===== src/rtl/pps_pkg.sv =====
// shared types, constants and helpers for the preemptive priority scheduler
// no dependencies; imported by every module of the block
package pps_pkg;

  localparam int NumSlots = 16;
  localparam logic [23:0] T24Max = 24'hFF_FFFF;
  localparam logic [15:0] C16Max = 16'hFFFF;

  typedef enum logic [1:0] {
    CMD_LOAD  = 2'd0,
    CMD_START = 2'd1,
    CMD_STEP  = 2'd2,
    CMD_QUERY = 2'd3
  } cmd_e;

  typedef enum logic [1:0] {
    KIND_SWITCH = 2'd0,
    KIND_RUN    = 2'd1,
    KIND_DONE   = 2'd2,
    KIND_QUERY  = 2'd3
  } kind_e;

  typedef struct packed {
    cmd_e        command;
    logic [3:0]  slot;
    logic [7:0]  task_id;
    logic [15:0] arrival_time;
    logic [15:0] burst_length;
    logic [7:0]  priority_level;
  } pps_req_t;

  typedef struct packed {
    kind_e       kind;
    logic [23:0] start_time;
    logic [23:0] end_time;
    logic [7:0]  run_task_id;
    logic [23:0] finish_time;
    logic [15:0] switch_count;
    logic [23:0] switch_ticks;
    logic [23:0] current_time;
    logic        last;
  } pps_rsp_t;

  // one task slot as it travels around the ring
  typedef struct packed {
    logic [7:0]  id;
    logic [15:0] arr;
    logic [15:0] burst;
    logic [7:0]  pri;
    logic [15:0] rem;
    logic [23:0] fin;
  } pps_rec_t;

  function automatic logic [23:0] sat_add24(input logic [23:0] a, input logic [23:0] b);
    logic [24:0] s;
    s = {1'b0, a} + {1'b0, b};
    return s[24] ? T24Max : s[23:0];
  endfunction

endpackage


===== src/rtl/pps_cell.sv =====
// one slot cell of the scheduler ring: holds a task record, shifts it on
// depends on pps_pkg
module pps_cell import pps_pkg::*; (
  input  logic     clk_i,
  input  logic     rst_ni,
  input  logic     shift_i,
  input  pps_rec_t rec_i,
  output pps_rec_t rec_o
);

  pps_rec_t rec_q;

  always_ff @(posedge clk_i or negedge rst_ni) begin
    if (!rst_ni) begin
      rec_q <= '0;
    end else if (shift_i) begin
      rec_q <= rec_i;
    end
  end

  assign rec_o = rec_q;

endmodule


===== src/rtl/preemptive_priority_scheduler_top.sv =====
// preemptive priority scheduler: ring of slot cells plus head control
// depends on pps_pkg and pps_cell
//
// Usage: requests enter on req_valid_i/req_ready_o as pps_req_t; results
// leave on rsp_valid_o/rsp_ready_i as pps_rsp_t, last set on the final one.
// switch_cost is written through cfg_we_i/cfg_wdata_i; the user must write
// it only while idle, the block itself has no guard for it. The slot records
// circulate around a ring of NUM_SLOTS cells; the cell at the head is read
// and rewritten once per cycle, so every request takes one full rotation of
// the ring. A step that runs a task takes a second rotation to write the
// chosen slot back; its run record follows the sweep, the decide state and
// the write-back rotation, and the next request is accepted once that record
// is taken. Load and start return to idle after their rotation; a query
// reply and an all-done record are registered in the decide state after it.
// One request is in flight at a time; req_ready_o is high only when the
// block is idle and the output register is empty. A switch record is shown
// during the write-back rotation, the run record after it once the output
// register is free. A stalled receiver holds the block in that state.
// Reset clears all slots, time and totals, sets switch_cost to 1.
module preemptive_priority_scheduler_top import pps_pkg::*; #(
  parameter int NUM_SLOTS = NumSlots
) (
  input  logic       clk_i,
  input  logic       rst_ni,
  input  logic       req_valid_i,
  output logic       req_ready_o,
  input  pps_req_t   req_i,
  output logic       rsp_valid_o,
  input  logic       rsp_ready_i,
  output pps_rsp_t   rsp_o,
  input  logic       cfg_we_i,
  input  logic [7:0] cfg_wdata_i
);

  localparam int IW = (NUM_SLOTS > 1) ? $clog2(NUM_SLOTS) : 1;
  localparam int CW = (IW > 4) ? IW : 4;
  localparam logic [IW-1:0] LastPos = IW'(NUM_SLOTS - 1);

  typedef enum logic [4:0] {
    ST_IDLE   = 5'b00001,
    ST_SWEEP  = 5'b00010,
    ST_DECIDE = 5'b00100,
    ST_APPLY  = 5'b01000,
    ST_RUN    = 5'b10000
  } state_e;

  state_e state_q, state_d;
  pps_req_t req_q;
  logic [IW-1:0] pos_q, pos_d;
  logic [7:0] cost_q;
  logic [23:0] now_q, now_d;
  logic [15:0] swc_q, swc_d;
  logic [23:0] swt_q, swt_d;
  logic run_v_q, run_v_d;
  logic [IW-1:0] run_idx_q, run_idx_d;
  logic act_q, act_d;
  logic bv_q, bv_d;
  logic [IW-1:0] bidx_q, bidx_d;
  logic [7:0] bid_q, bid_d, bpri_q, bpri_d;
  logic [15:0] brem_q, brem_d;
  logic [23:0] bfin_q, bfin_d;
  logic [7:0] qid_q, qid_d;
  logic [23:0] qfin_q, qfin_d;
  logic rsp_valid_q, rsp_valid_d;
  pps_rsp_t rsp_q, rsp_d;

  pps_rec_t ring [NUM_SLOTS];
  pps_rec_t head_new;
  logic shift;
  logic slot_hit;
  logic out_free;
  logic [23:0] now_inc;

  assign shift = (state_q == ST_SWEEP) || (state_q == ST_APPLY);
  assign slot_hit = (CW'(req_q.slot) == CW'(pos_q));
  assign out_free = !rsp_valid_q || rsp_ready_i;
  assign now_inc = sat_add24(now_q, 24'd1);

  for (genvar k = 0; k < NUM_SLOTS; k++) begin : g_cell
    pps_rec_t cell_in;
    if (k == NUM_SLOTS - 1) begin : g_tail
      assign cell_in = head_new;
    end else begin : g_mid
      assign cell_in = ring[k+1];
    end
    pps_cell u_cell (
      .clk_i  (clk_i),
      .rst_ni (rst_ni),
      .shift_i(shift),
      .rec_i  (cell_in),
      .rec_o  (ring[k])
    );
  end

  // rewrite of the record leaving the head
  always_comb begin
    head_new = ring[0];
    if (state_q == ST_SWEEP) begin
      case (req_q.command)
        CMD_LOAD: begin
          if (slot_hit) begin
            head_new.id    = req_q.task_id;
            head_new.arr   = req_q.arrival_time;
            head_new.burst = req_q.burst_length;
            head_new.pri   = req_q.priority_level;
          end
        end
        CMD_START: begin
          head_new.rem = ring[0].burst;
          head_new.fin = '0;
        end
        default: ;
      endcase
    end else if (state_q == ST_APPLY && pos_q == bidx_q) begin
      head_new.rem = ring[0].rem - 16'd1;
      if (ring[0].rem == 16'd1) head_new.fin = now_inc;
    end
  end

  always_comb begin
    state_d = state_q;
    pos_d = pos_q;
    now_d = now_q;
    swc_d = swc_q;
    swt_d = swt_q;
    run_v_d = run_v_q;
    run_idx_d = run_idx_q;
    act_d = act_q;
    bv_d = bv_q;
    bidx_d = bidx_q;
    bid_d = bid_q;
    bpri_d = bpri_q;
    brem_d = brem_q;
    bfin_d = bfin_q;
    qid_d = qid_q;
    qfin_d = qfin_q;
    rsp_valid_d = rsp_valid_q && !rsp_ready_i;
    rsp_d = rsp_q;
    case (state_q)
      ST_IDLE: begin
        if (req_valid_i && req_ready_o) begin
          state_d = ST_SWEEP;
          pos_d = '0;
          act_d = 1'b0;
          bv_d = 1'b0;
          qid_d = '0;
          qfin_d = '0;
        end
      end
      ST_SWEEP: begin
        if (req_q.command == CMD_QUERY && slot_hit) begin
          qid_d = ring[0].id;
          qfin_d = ring[0].fin;
        end
        if (req_q.command == CMD_STEP && ring[0].rem != '0) begin
          act_d = 1'b1;
          if ({8'd0, ring[0].arr} <= now_q &&
              (!bv_q || ring[0].pri < bpri_q ||
               (ring[0].pri == bpri_q && ring[0].id < bid_q))) begin
            bv_d = 1'b1;
            bidx_d = pos_q;
            bid_d = ring[0].id;
            bpri_d = ring[0].pri;
            brem_d = ring[0].rem;
            bfin_d = ring[0].fin;
          end
        end
        pos_d = pos_q + 1'b1;
        if (pos_q == LastPos) begin
          pos_d = '0;
          state_d = (req_q.command == CMD_STEP || req_q.command == CMD_QUERY)
                    ? ST_DECIDE : ST_IDLE;
        end
      end
      ST_DECIDE: begin
        state_d = ST_IDLE;
        rsp_d = '0;
        rsp_d.switch_count = swc_q;
        rsp_d.switch_ticks = swt_q;
        rsp_d.current_time = now_q;
        rsp_d.last = 1'b1;
        if (req_q.command == CMD_QUERY) begin
          rsp_valid_d = 1'b1;
          rsp_d.kind = KIND_QUERY;
          rsp_d.run_task_id = qid_q;
          rsp_d.finish_time = qfin_q;
        end else if (!act_q) begin
          rsp_valid_d = 1'b1;
          rsp_d.kind = KIND_DONE;
        end else if (!bv_q) begin
          now_d = now_inc;
        end else begin
          state_d = ST_APPLY;
          if (!(run_v_q && run_idx_q == bidx_q)) begin
            now_d = sat_add24(now_q, {16'd0, cost_q});
            swc_d = (swc_q == C16Max) ? swc_q : swc_q + 16'd1;
            swt_d = sat_add24(swt_q, {16'd0, cost_q});
            rsp_valid_d = 1'b1;
            rsp_d.kind = KIND_SWITCH;
            rsp_d.start_time = now_q;
            rsp_d.end_time = (cost_q == '0) ? now_q
                             : sat_add24(now_q, {16'd0, cost_q - 8'd1});
            rsp_d.run_task_id = bid_q;
            rsp_d.finish_time = bfin_q;
            rsp_d.switch_count = swc_d;
            rsp_d.switch_ticks = swt_d;
            rsp_d.current_time = now_d;
            rsp_d.last = 1'b0;
          end
        end
      end
      ST_APPLY: begin
        pos_d = pos_q + 1'b1;
        if (pos_q == LastPos) begin
          pos_d = '0;
          state_d = ST_RUN;
        end
      end
      ST_RUN: begin
        if (out_free) begin
          state_d = ST_IDLE;
          now_d = now_inc;
          run_v_d = (brem_q != 16'd1);
          run_idx_d = bidx_q;
          rsp_valid_d = 1'b1;
          rsp_d.kind = KIND_RUN;
          rsp_d.start_time = now_q;
          rsp_d.end_time = now_q;
          rsp_d.run_task_id = bid_q;
          rsp_d.finish_time = (brem_q == 16'd1) ? now_inc : bfin_q;
          rsp_d.switch_count = swc_q;
          rsp_d.switch_ticks = swt_q;
          rsp_d.current_time = now_inc;
          rsp_d.last = 1'b1;
        end
      end
      default: state_d = ST_IDLE;
    endcase
    if (state_q == ST_IDLE && req_valid_i && req_ready_o &&
        req_i.command == CMD_START) begin
      now_d = '0;
      swc_d = '0;
      swt_d = '0;
      run_v_d = 1'b0;
    end
  end

  always_ff @(posedge clk_i or negedge rst_ni) begin
    if (!rst_ni) begin
      state_q <= ST_IDLE;
      pos_q <= '0;
      cost_q <= 8'd1;
      now_q <= '0;
      swc_q <= '0;
      swt_q <= '0;
      run_v_q <= 1'b0;
      rsp_valid_q <= 1'b0;
    end else begin
      state_q <= state_d;
      pos_q <= pos_d;
      if (cfg_we_i) cost_q <= cfg_wdata_i;
      now_q <= now_d;
      swc_q <= swc_d;
      swt_q <= swt_d;
      run_v_q <= run_v_d;
      rsp_valid_q <= rsp_valid_d;
    end
  end

  always_ff @(posedge clk_i) begin
    if (state_q == ST_IDLE && req_valid_i && req_ready_o) req_q <= req_i;
    run_idx_q <= run_idx_d;
    act_q <= act_d;
    bv_q <= bv_d;
    bidx_q <= bidx_d;
    bid_q <= bid_d;
    bpri_q <= bpri_d;
    brem_q <= brem_d;
    bfin_q <= bfin_d;
    qid_q <= qid_d;
    qfin_q <= qfin_d;
    rsp_q <= rsp_d;
  end

  assign req_ready_o = (state_q == ST_IDLE) && !rsp_valid_q;
  assign rsp_valid_o = rsp_valid_q;
  assign rsp_o = rsp_q;

endmodule


===== config.mk =====
export PLATFORM = sky130hd
export DESIGN_NAME = preemptive_priority_scheduler_top
export DESIGN_NICKNAME = d
export VERILOG_FILES = /design/src/rtl/pps_pkg.sv /design/src/rtl/pps_cell.sv /design/src/rtl/preemptive_priority_scheduler_top.sv
export SDC_FILE = /design/constraint.sdc
export NUM_CORES = 2
export LEC_CHECK = 0
export ABC_AREA = 1
export BUFFER_PORTS_ARGS = -buffer_cell sky130_fd_sc_hd__buf_4
export CAP_MARGIN = 40
export CORE_MARGIN = 3
export CORE_UTILIZATION = 55
export DETAILED_ROUTE_END_ITERATION = 6
export GPL_ROUTABILITY_DRIVEN = 0
export HOLD_SLACK_MARGIN = 0.02
export PLACE_DENSITY = 0.72
export SYNTH_ARGS = -nofsm -noshare
export SYNTH_HDL_FRONTEND = slang
export SYNTH_HIERARCHICAL = 1
export SYNTH_SLANG_ARGS = --single-unit

===== constraint.sdc =====
create_clock -name clk_i -period 7.9 [get_ports clk_i]
set_input_delay 0.79 -clock clk_i [delete_from_list [all_inputs] [get_ports clk_i]]
set_output_delay 0.79 -clock clk_i [all_outputs]
set_load 0.01 [all_outputs]

After elaboration in Yosys (flattened, before gate mapping) --
Cells that the tools add are included. W data, S select, Z words.
Operators by class: reduce and logical (&&, ||, !) cells 44, add/sub/neg operators 8, $lt $le $gt $ge 3, equality and inequality tests 31, muxes and demuxes 76
Operator list (count):
- $mux W24 | 21
- $mux W147 | 2
- $pmux W147 S2 | 1
- $mux W145 | 2
- $mux W48 | 4
- $mux W40 | 3
- $mux W16 | 7
- $pmux W24 S2 | 2
- $add A24 B8 Y25 | 3
- $mux W65 | 1
- $eq A16 B1 Y1 const B | 2
- $mux W32 | 1
- $add A24 B1 Y25 const B | 1
- $pmux W5 S5 | 1
- $le A16 B24 Y1 | 1
- $mux W4 | 5
- $mux W5 | 4
- $add A16 B1 Y16 const B | 1
- $eq A16 B16 Y1 const B | 1
- $lt A8 B8 Y1 | 2
- $mux W8 | 2
- $ne A16 B1 Y1 const B | 1
- $pmux W8 S2 | 1
- $reduce_bool A16 Y1 | 1
- other kinds (34) | 92
Word-level totals: flip-flop bits (word level) 1790, output and inout port bits 149, input port bits 67, logic and storage cells 291

Longest topological paths before layout --
depth in word-level cells 9, depth in mapped cells 17, gate-level depth less buffers 16

Modules after synthesis --
Netlist, hierarchy kept.
By module, submodules not included:
- pps_cell | times used 16, cells an instance 372, area each 3323.2 sq um, seq. area each 2202.1 sq um
- preemptive_priority_scheduler_top | times used 1, cells an instance 2769, area each 22406.5 sq um, seq. area each 11058.1 sq um

Least setup slack after synthesis --
OpenSTA, ideal clock, no wires.
path kind register -> register, start reg now_q[15], end reg bfin_q[0], enable pin, arrival time 5.532 ns, slack 1.816 ns, library setup time 0.552 ns, data required time 7.348 ns, cell stages (with the launch flop) 11, period minus slack after synthesis 6.084 ns, cells stage by stage dfrtp_1 -> buf_2 -> inv_1 -> ha_1 -> nand2_1 -> nor2_1 -> nor3b_1 -> a21oi_1 -> nand2_1 -> nand2_1 -> nor3_1
On the way: longest elaborated chain between the ends 3
Ends and longest elaborated chain:
- start: declaration | line preemptive_priority_scheduler_top.sv:51 | logic [23:0] now_q, now_d;
- start signal: assignment | line preemptive_priority_scheduler_top.sv:262 | now_q <= now_d;
- $le A16 B24 Y1 | line preemptive_priority_scheduler_top.sv:157 | if ({8'd0, ring[0].arr} <= now_q &&
- $logic_and A1 B1 Y1 | line preemptive_priority_scheduler_top.sv:157
- $reduce_and A3 Y1 (no source line)
- end signal: assignment | line preemptive_priority_scheduler_top.sv:279 | bfin_q <= bfin_d;
- end: declaration | line preemptive_priority_scheduler_top.sv:61 | logic [23:0] bfin_q, bfin_d;
No other way between the ends. A chain may end at the register's enable or synchronous reset.

Worst setup path in the final report --
start reg state_q[3], end reg g_cell[13].u_cell.rec_q (netlist bit g_cell[13].u_cell/rec_o[14])
On the way: longest elaborated chain between the ends 2, elaborated cells on any way between the ends 3, classes of those cells eq/ne: 2; reduce/logical: 1
Ends and longest elaborated chain:
- start: declaration | line preemptive_priority_scheduler_top.sv:47 | state_e state_q, state_d;
- start signal: assignment | line preemptive_priority_scheduler_top.sv:259 | state_q <= state_d;
- $eq A5 B2 Y1 / $eq A5 B4 Y1 (equally long branches) | line preemptive_priority_scheduler_top.sv:74 | assign shift = (state_q == ST_SWEEP) || (state_q == ST_APPLY);
- $logic_or A1 B1 Y1 (*) | line preemptive_priority_scheduler_top.sv:74
- named net shift | line preemptive_priority_scheduler_top.sv:69 | logic shift;
- end signal: assignment | line pps_cell.sv:17 | rec_q <= rec_i;
- end: declaration | line pps_cell.sv:11 | pps_rec_t rec_q;
Mark *: on every way through the listed nets, which the timed path passes. The rest lies on a longest branch.

==> results.toml <==
[synth]
synth_cells = 8721
syn_area_um2 = 75600
synth_nets = 8854
synth_edf_count = 299
synth_commonest_cells = "5054 x nand2_1, 1489 x dfrtp_1, 299 x edfxtp_1"
syn_avg_cell_area_um2 = 8.67
yosysTopAreaCellShare_pct = 49.3
synth-seq-cells = 1790
synth_area_leaders = "dfrtp_1 49%, nand2_1 25%, edfxtp_1 12%"
seq_area_frac_synth_pct = 61.3
ys_types = 45
synth_ff_type = "dfrtp_1"
synth_most_common_cell = "nand2_1"
yosysWarnings = 6
synthArstFlopShare_pct = 83.3
yosysTopAreaCell = "dfrtp_1"

[power]
power.total_mw = 23.3
p_per_area_nw_per_um2 = 278
vdd_drop_max_uv = 246
p_leak_nw = 45.2

[sta]
fin_skew_ps = 32.2
holdWs_ps = 182
setup_tns_ps = 0
rsz0062_at_grt = "no"
fin_crit_ps = 4300
finalSetupViolCount = 0
fmax_ghz = 0.233
setup_ws_ps = 3600
relSlewSlack_pct = 19.6
hold_viol = 0
maxSlewViolCount = 0
finalCritPeriodShare_pct = 54.4
tightest_slew_ps = 1210

[cts]
clkLatencyLatePin_ps = 800
htree_levels = 4
cts_buffer_depth = 3
cts_tree = "yes"
cts_root_buffer = "clkbuf_16"
path_clk_slew_ps = 60
postCtsSetupBuffers = 0
cts_buffers = 172
cts.sinks = 1790
cts_resized = 0

[global_routing]
antenna_found_initial = 2
grt_pass1_vias = 54400
grt_pass1_wl_um = 306000
grt_use_total_pct = 27.1
grt_overflow = 0
grt_max_degree = 250

[layout]
nNetsFinal = 8904
fill_cells = 11100
final_cells = 10700
drive_gt1_share_pct = 7.24
finish.utilization_pct = 61.6
syn_to_final_growth_pct = 10.9
stdcell_area_um2 = 83800

[route]
wl_met2_um = 82900
wire_per_inst_um = 18.0
highest_layer = "met4"
dr_wl_met3_um = 16300
dr.pass1.iters = 7
routedLengthMet1_um = 87700
viasPerCell = 5.36
initialDrtViolationCount = 6508
wirelength_um = 192000
antenna_left = 0
vias = 57300
drc = 1

[place]
dp_hpwl_um = 121000
placed_cells = 10400
port_buffers = 215
placed_area_um2 = 78200
dp_slack_ps = 3670

[floorplanning]
num_rows = 135
design.portCount = 216
die_h_um = 377
dieArea_um2 = 142000
core_um2 = 136000
die_width_um = 377
initial_core_util_pct = 55.6

[critical_path]
start_kind = "register"
crit_required_ps = 8610
worstPathArrival_ps = 5010
endpoint_kind = "register"
reg2reg_slack_ps = 3600
critPathKind = "reg2reg"
crit_fanout = 227

[flow_run]
drv_cap = 0

[hold_path]
hold_path_class = "in2reg"

[run_status]
violations = "design-rule violations"
status = "finished with violations"
-- where the power goes --
part | total (mW) | switching, mW | internal, mW
combinational | 4.62 | 3.54 | 1.08
sequential | 10.5 | 0.455 | 10.0
clock | 8.17 | 3.47 | 4.71
total | 23.3 | 7.46 | 15.8
-- final cells by class --
type / instances / area, µm² / share of cell area [%]
Sequential cell: 1790 / 46300 / 55.2
Multi-Input combinational cell: 6193 / 25600 / 30.5
Clock buffer: 268 / 5190 / 6.19
Timing Repair Buffer: 292 / 2850 / 3.40
Tap cell: 1781 / 2230 / 2.66
Inverter: 322 / 1260 / 1.50
Clock inverter: 45 / 432 / 0.515
Antenna cell: 1 / 2.50 / 0.00299
-- final timing paths --
check                                       startpoint                          end  cells past startpoint
hold reg to reg            g_cell[10].u_cell/rec_o[83]   g_cell[9].u_cell/rec_o[83]                      2
setup / recovery                            state_q[3]  g_cell[13].u_cell/rec_o[14]                     10
hold / removal                               req_i[39]                    req_q[39]                      1
setup reg to reg                            state_q[3]  g_cell[13].u_cell/rec_o[14]                     10
max in group asynchronous                       rst_ni   g_cell[8].u_cell/rec_o[69]                      4
min in group asynchronous                       rst_ni                     swc_q[4]                      2
-- worst max-delay path: stages (launching register included) --
cell     delay, ps
dfrtp_1        390
nor2_1         220
nand4_1        120
buf_4          250
inv_1          500
nor2_1         250
inv_8          480
buf_4          650
buf_12         650
nand2_1        180
nand2_1        130
-- metal layers --
metal  GRT usage, %  vias to the layer above
met5              0                        -
met4           8.27                        0
met3           5.00                      319
met2           39.5                     2307
met1           41.5                    27500
li1               -                    27100
-- sequential cells by signal (all words and copies together), names as in the netlist, 4 cells and up --
register / count
bpri_q: 8
req_q: 54
pos_q: 4
brem_q: 16
g_cell.u_cell/rec_o: 1408
rsp_o: 147
now_q: 24
run_idx_q: 4
bid_q: 8
swt_q: 24
qid_q: 8
swc_q: 16
bfin_q: 24
cost_q: 8
qfin_q: 24
state_q: 5
bidx_q: 4
-- cell usage in the layout, fill, tap and decap left out, types with 23 or more instances in the layout --
cell type / count
edfxtp_1: 299
clkbuf_8: 40
nand2_1: 5052
clkbuf_1: 50
nor3_1: 30
inv_1: 295
xor2_1: 44
nand3_1: 236
mux2_2: 24
nor2_1: 280
clkbuf_16: 178
clkinv_2: 23
nand4_1: 63
a21oi_1: 98
o21ai_0: 157
ha_1: 63
dfrtp_1: 1489
buf_16: 25
buf_4: 253
-- cells by family (layout without fill, tap and decap cells) --
kind of cell               Yosys count  count (layout)  share of synthesized area, %
other                                0               1                             0
muxes                               24              24                         0.358
xor gates and xnor gates            50              50                         0.579
and+or+nand+nor                   5717            5717                          29.3
AOI/OAI and AO/OA                  336             336                          2.41
adders and majority gates           66              66                          1.12
buffers and inverters              738             927                          4.98
DFF                               1790            1790                          61.3
-- timing repair --
item	CTS	global route
setup endpoints to repair	0	0
hold endpoints to repair	18	0
hold buffers	1	0
Note: power is estimated with default switching activity, not from simulation.
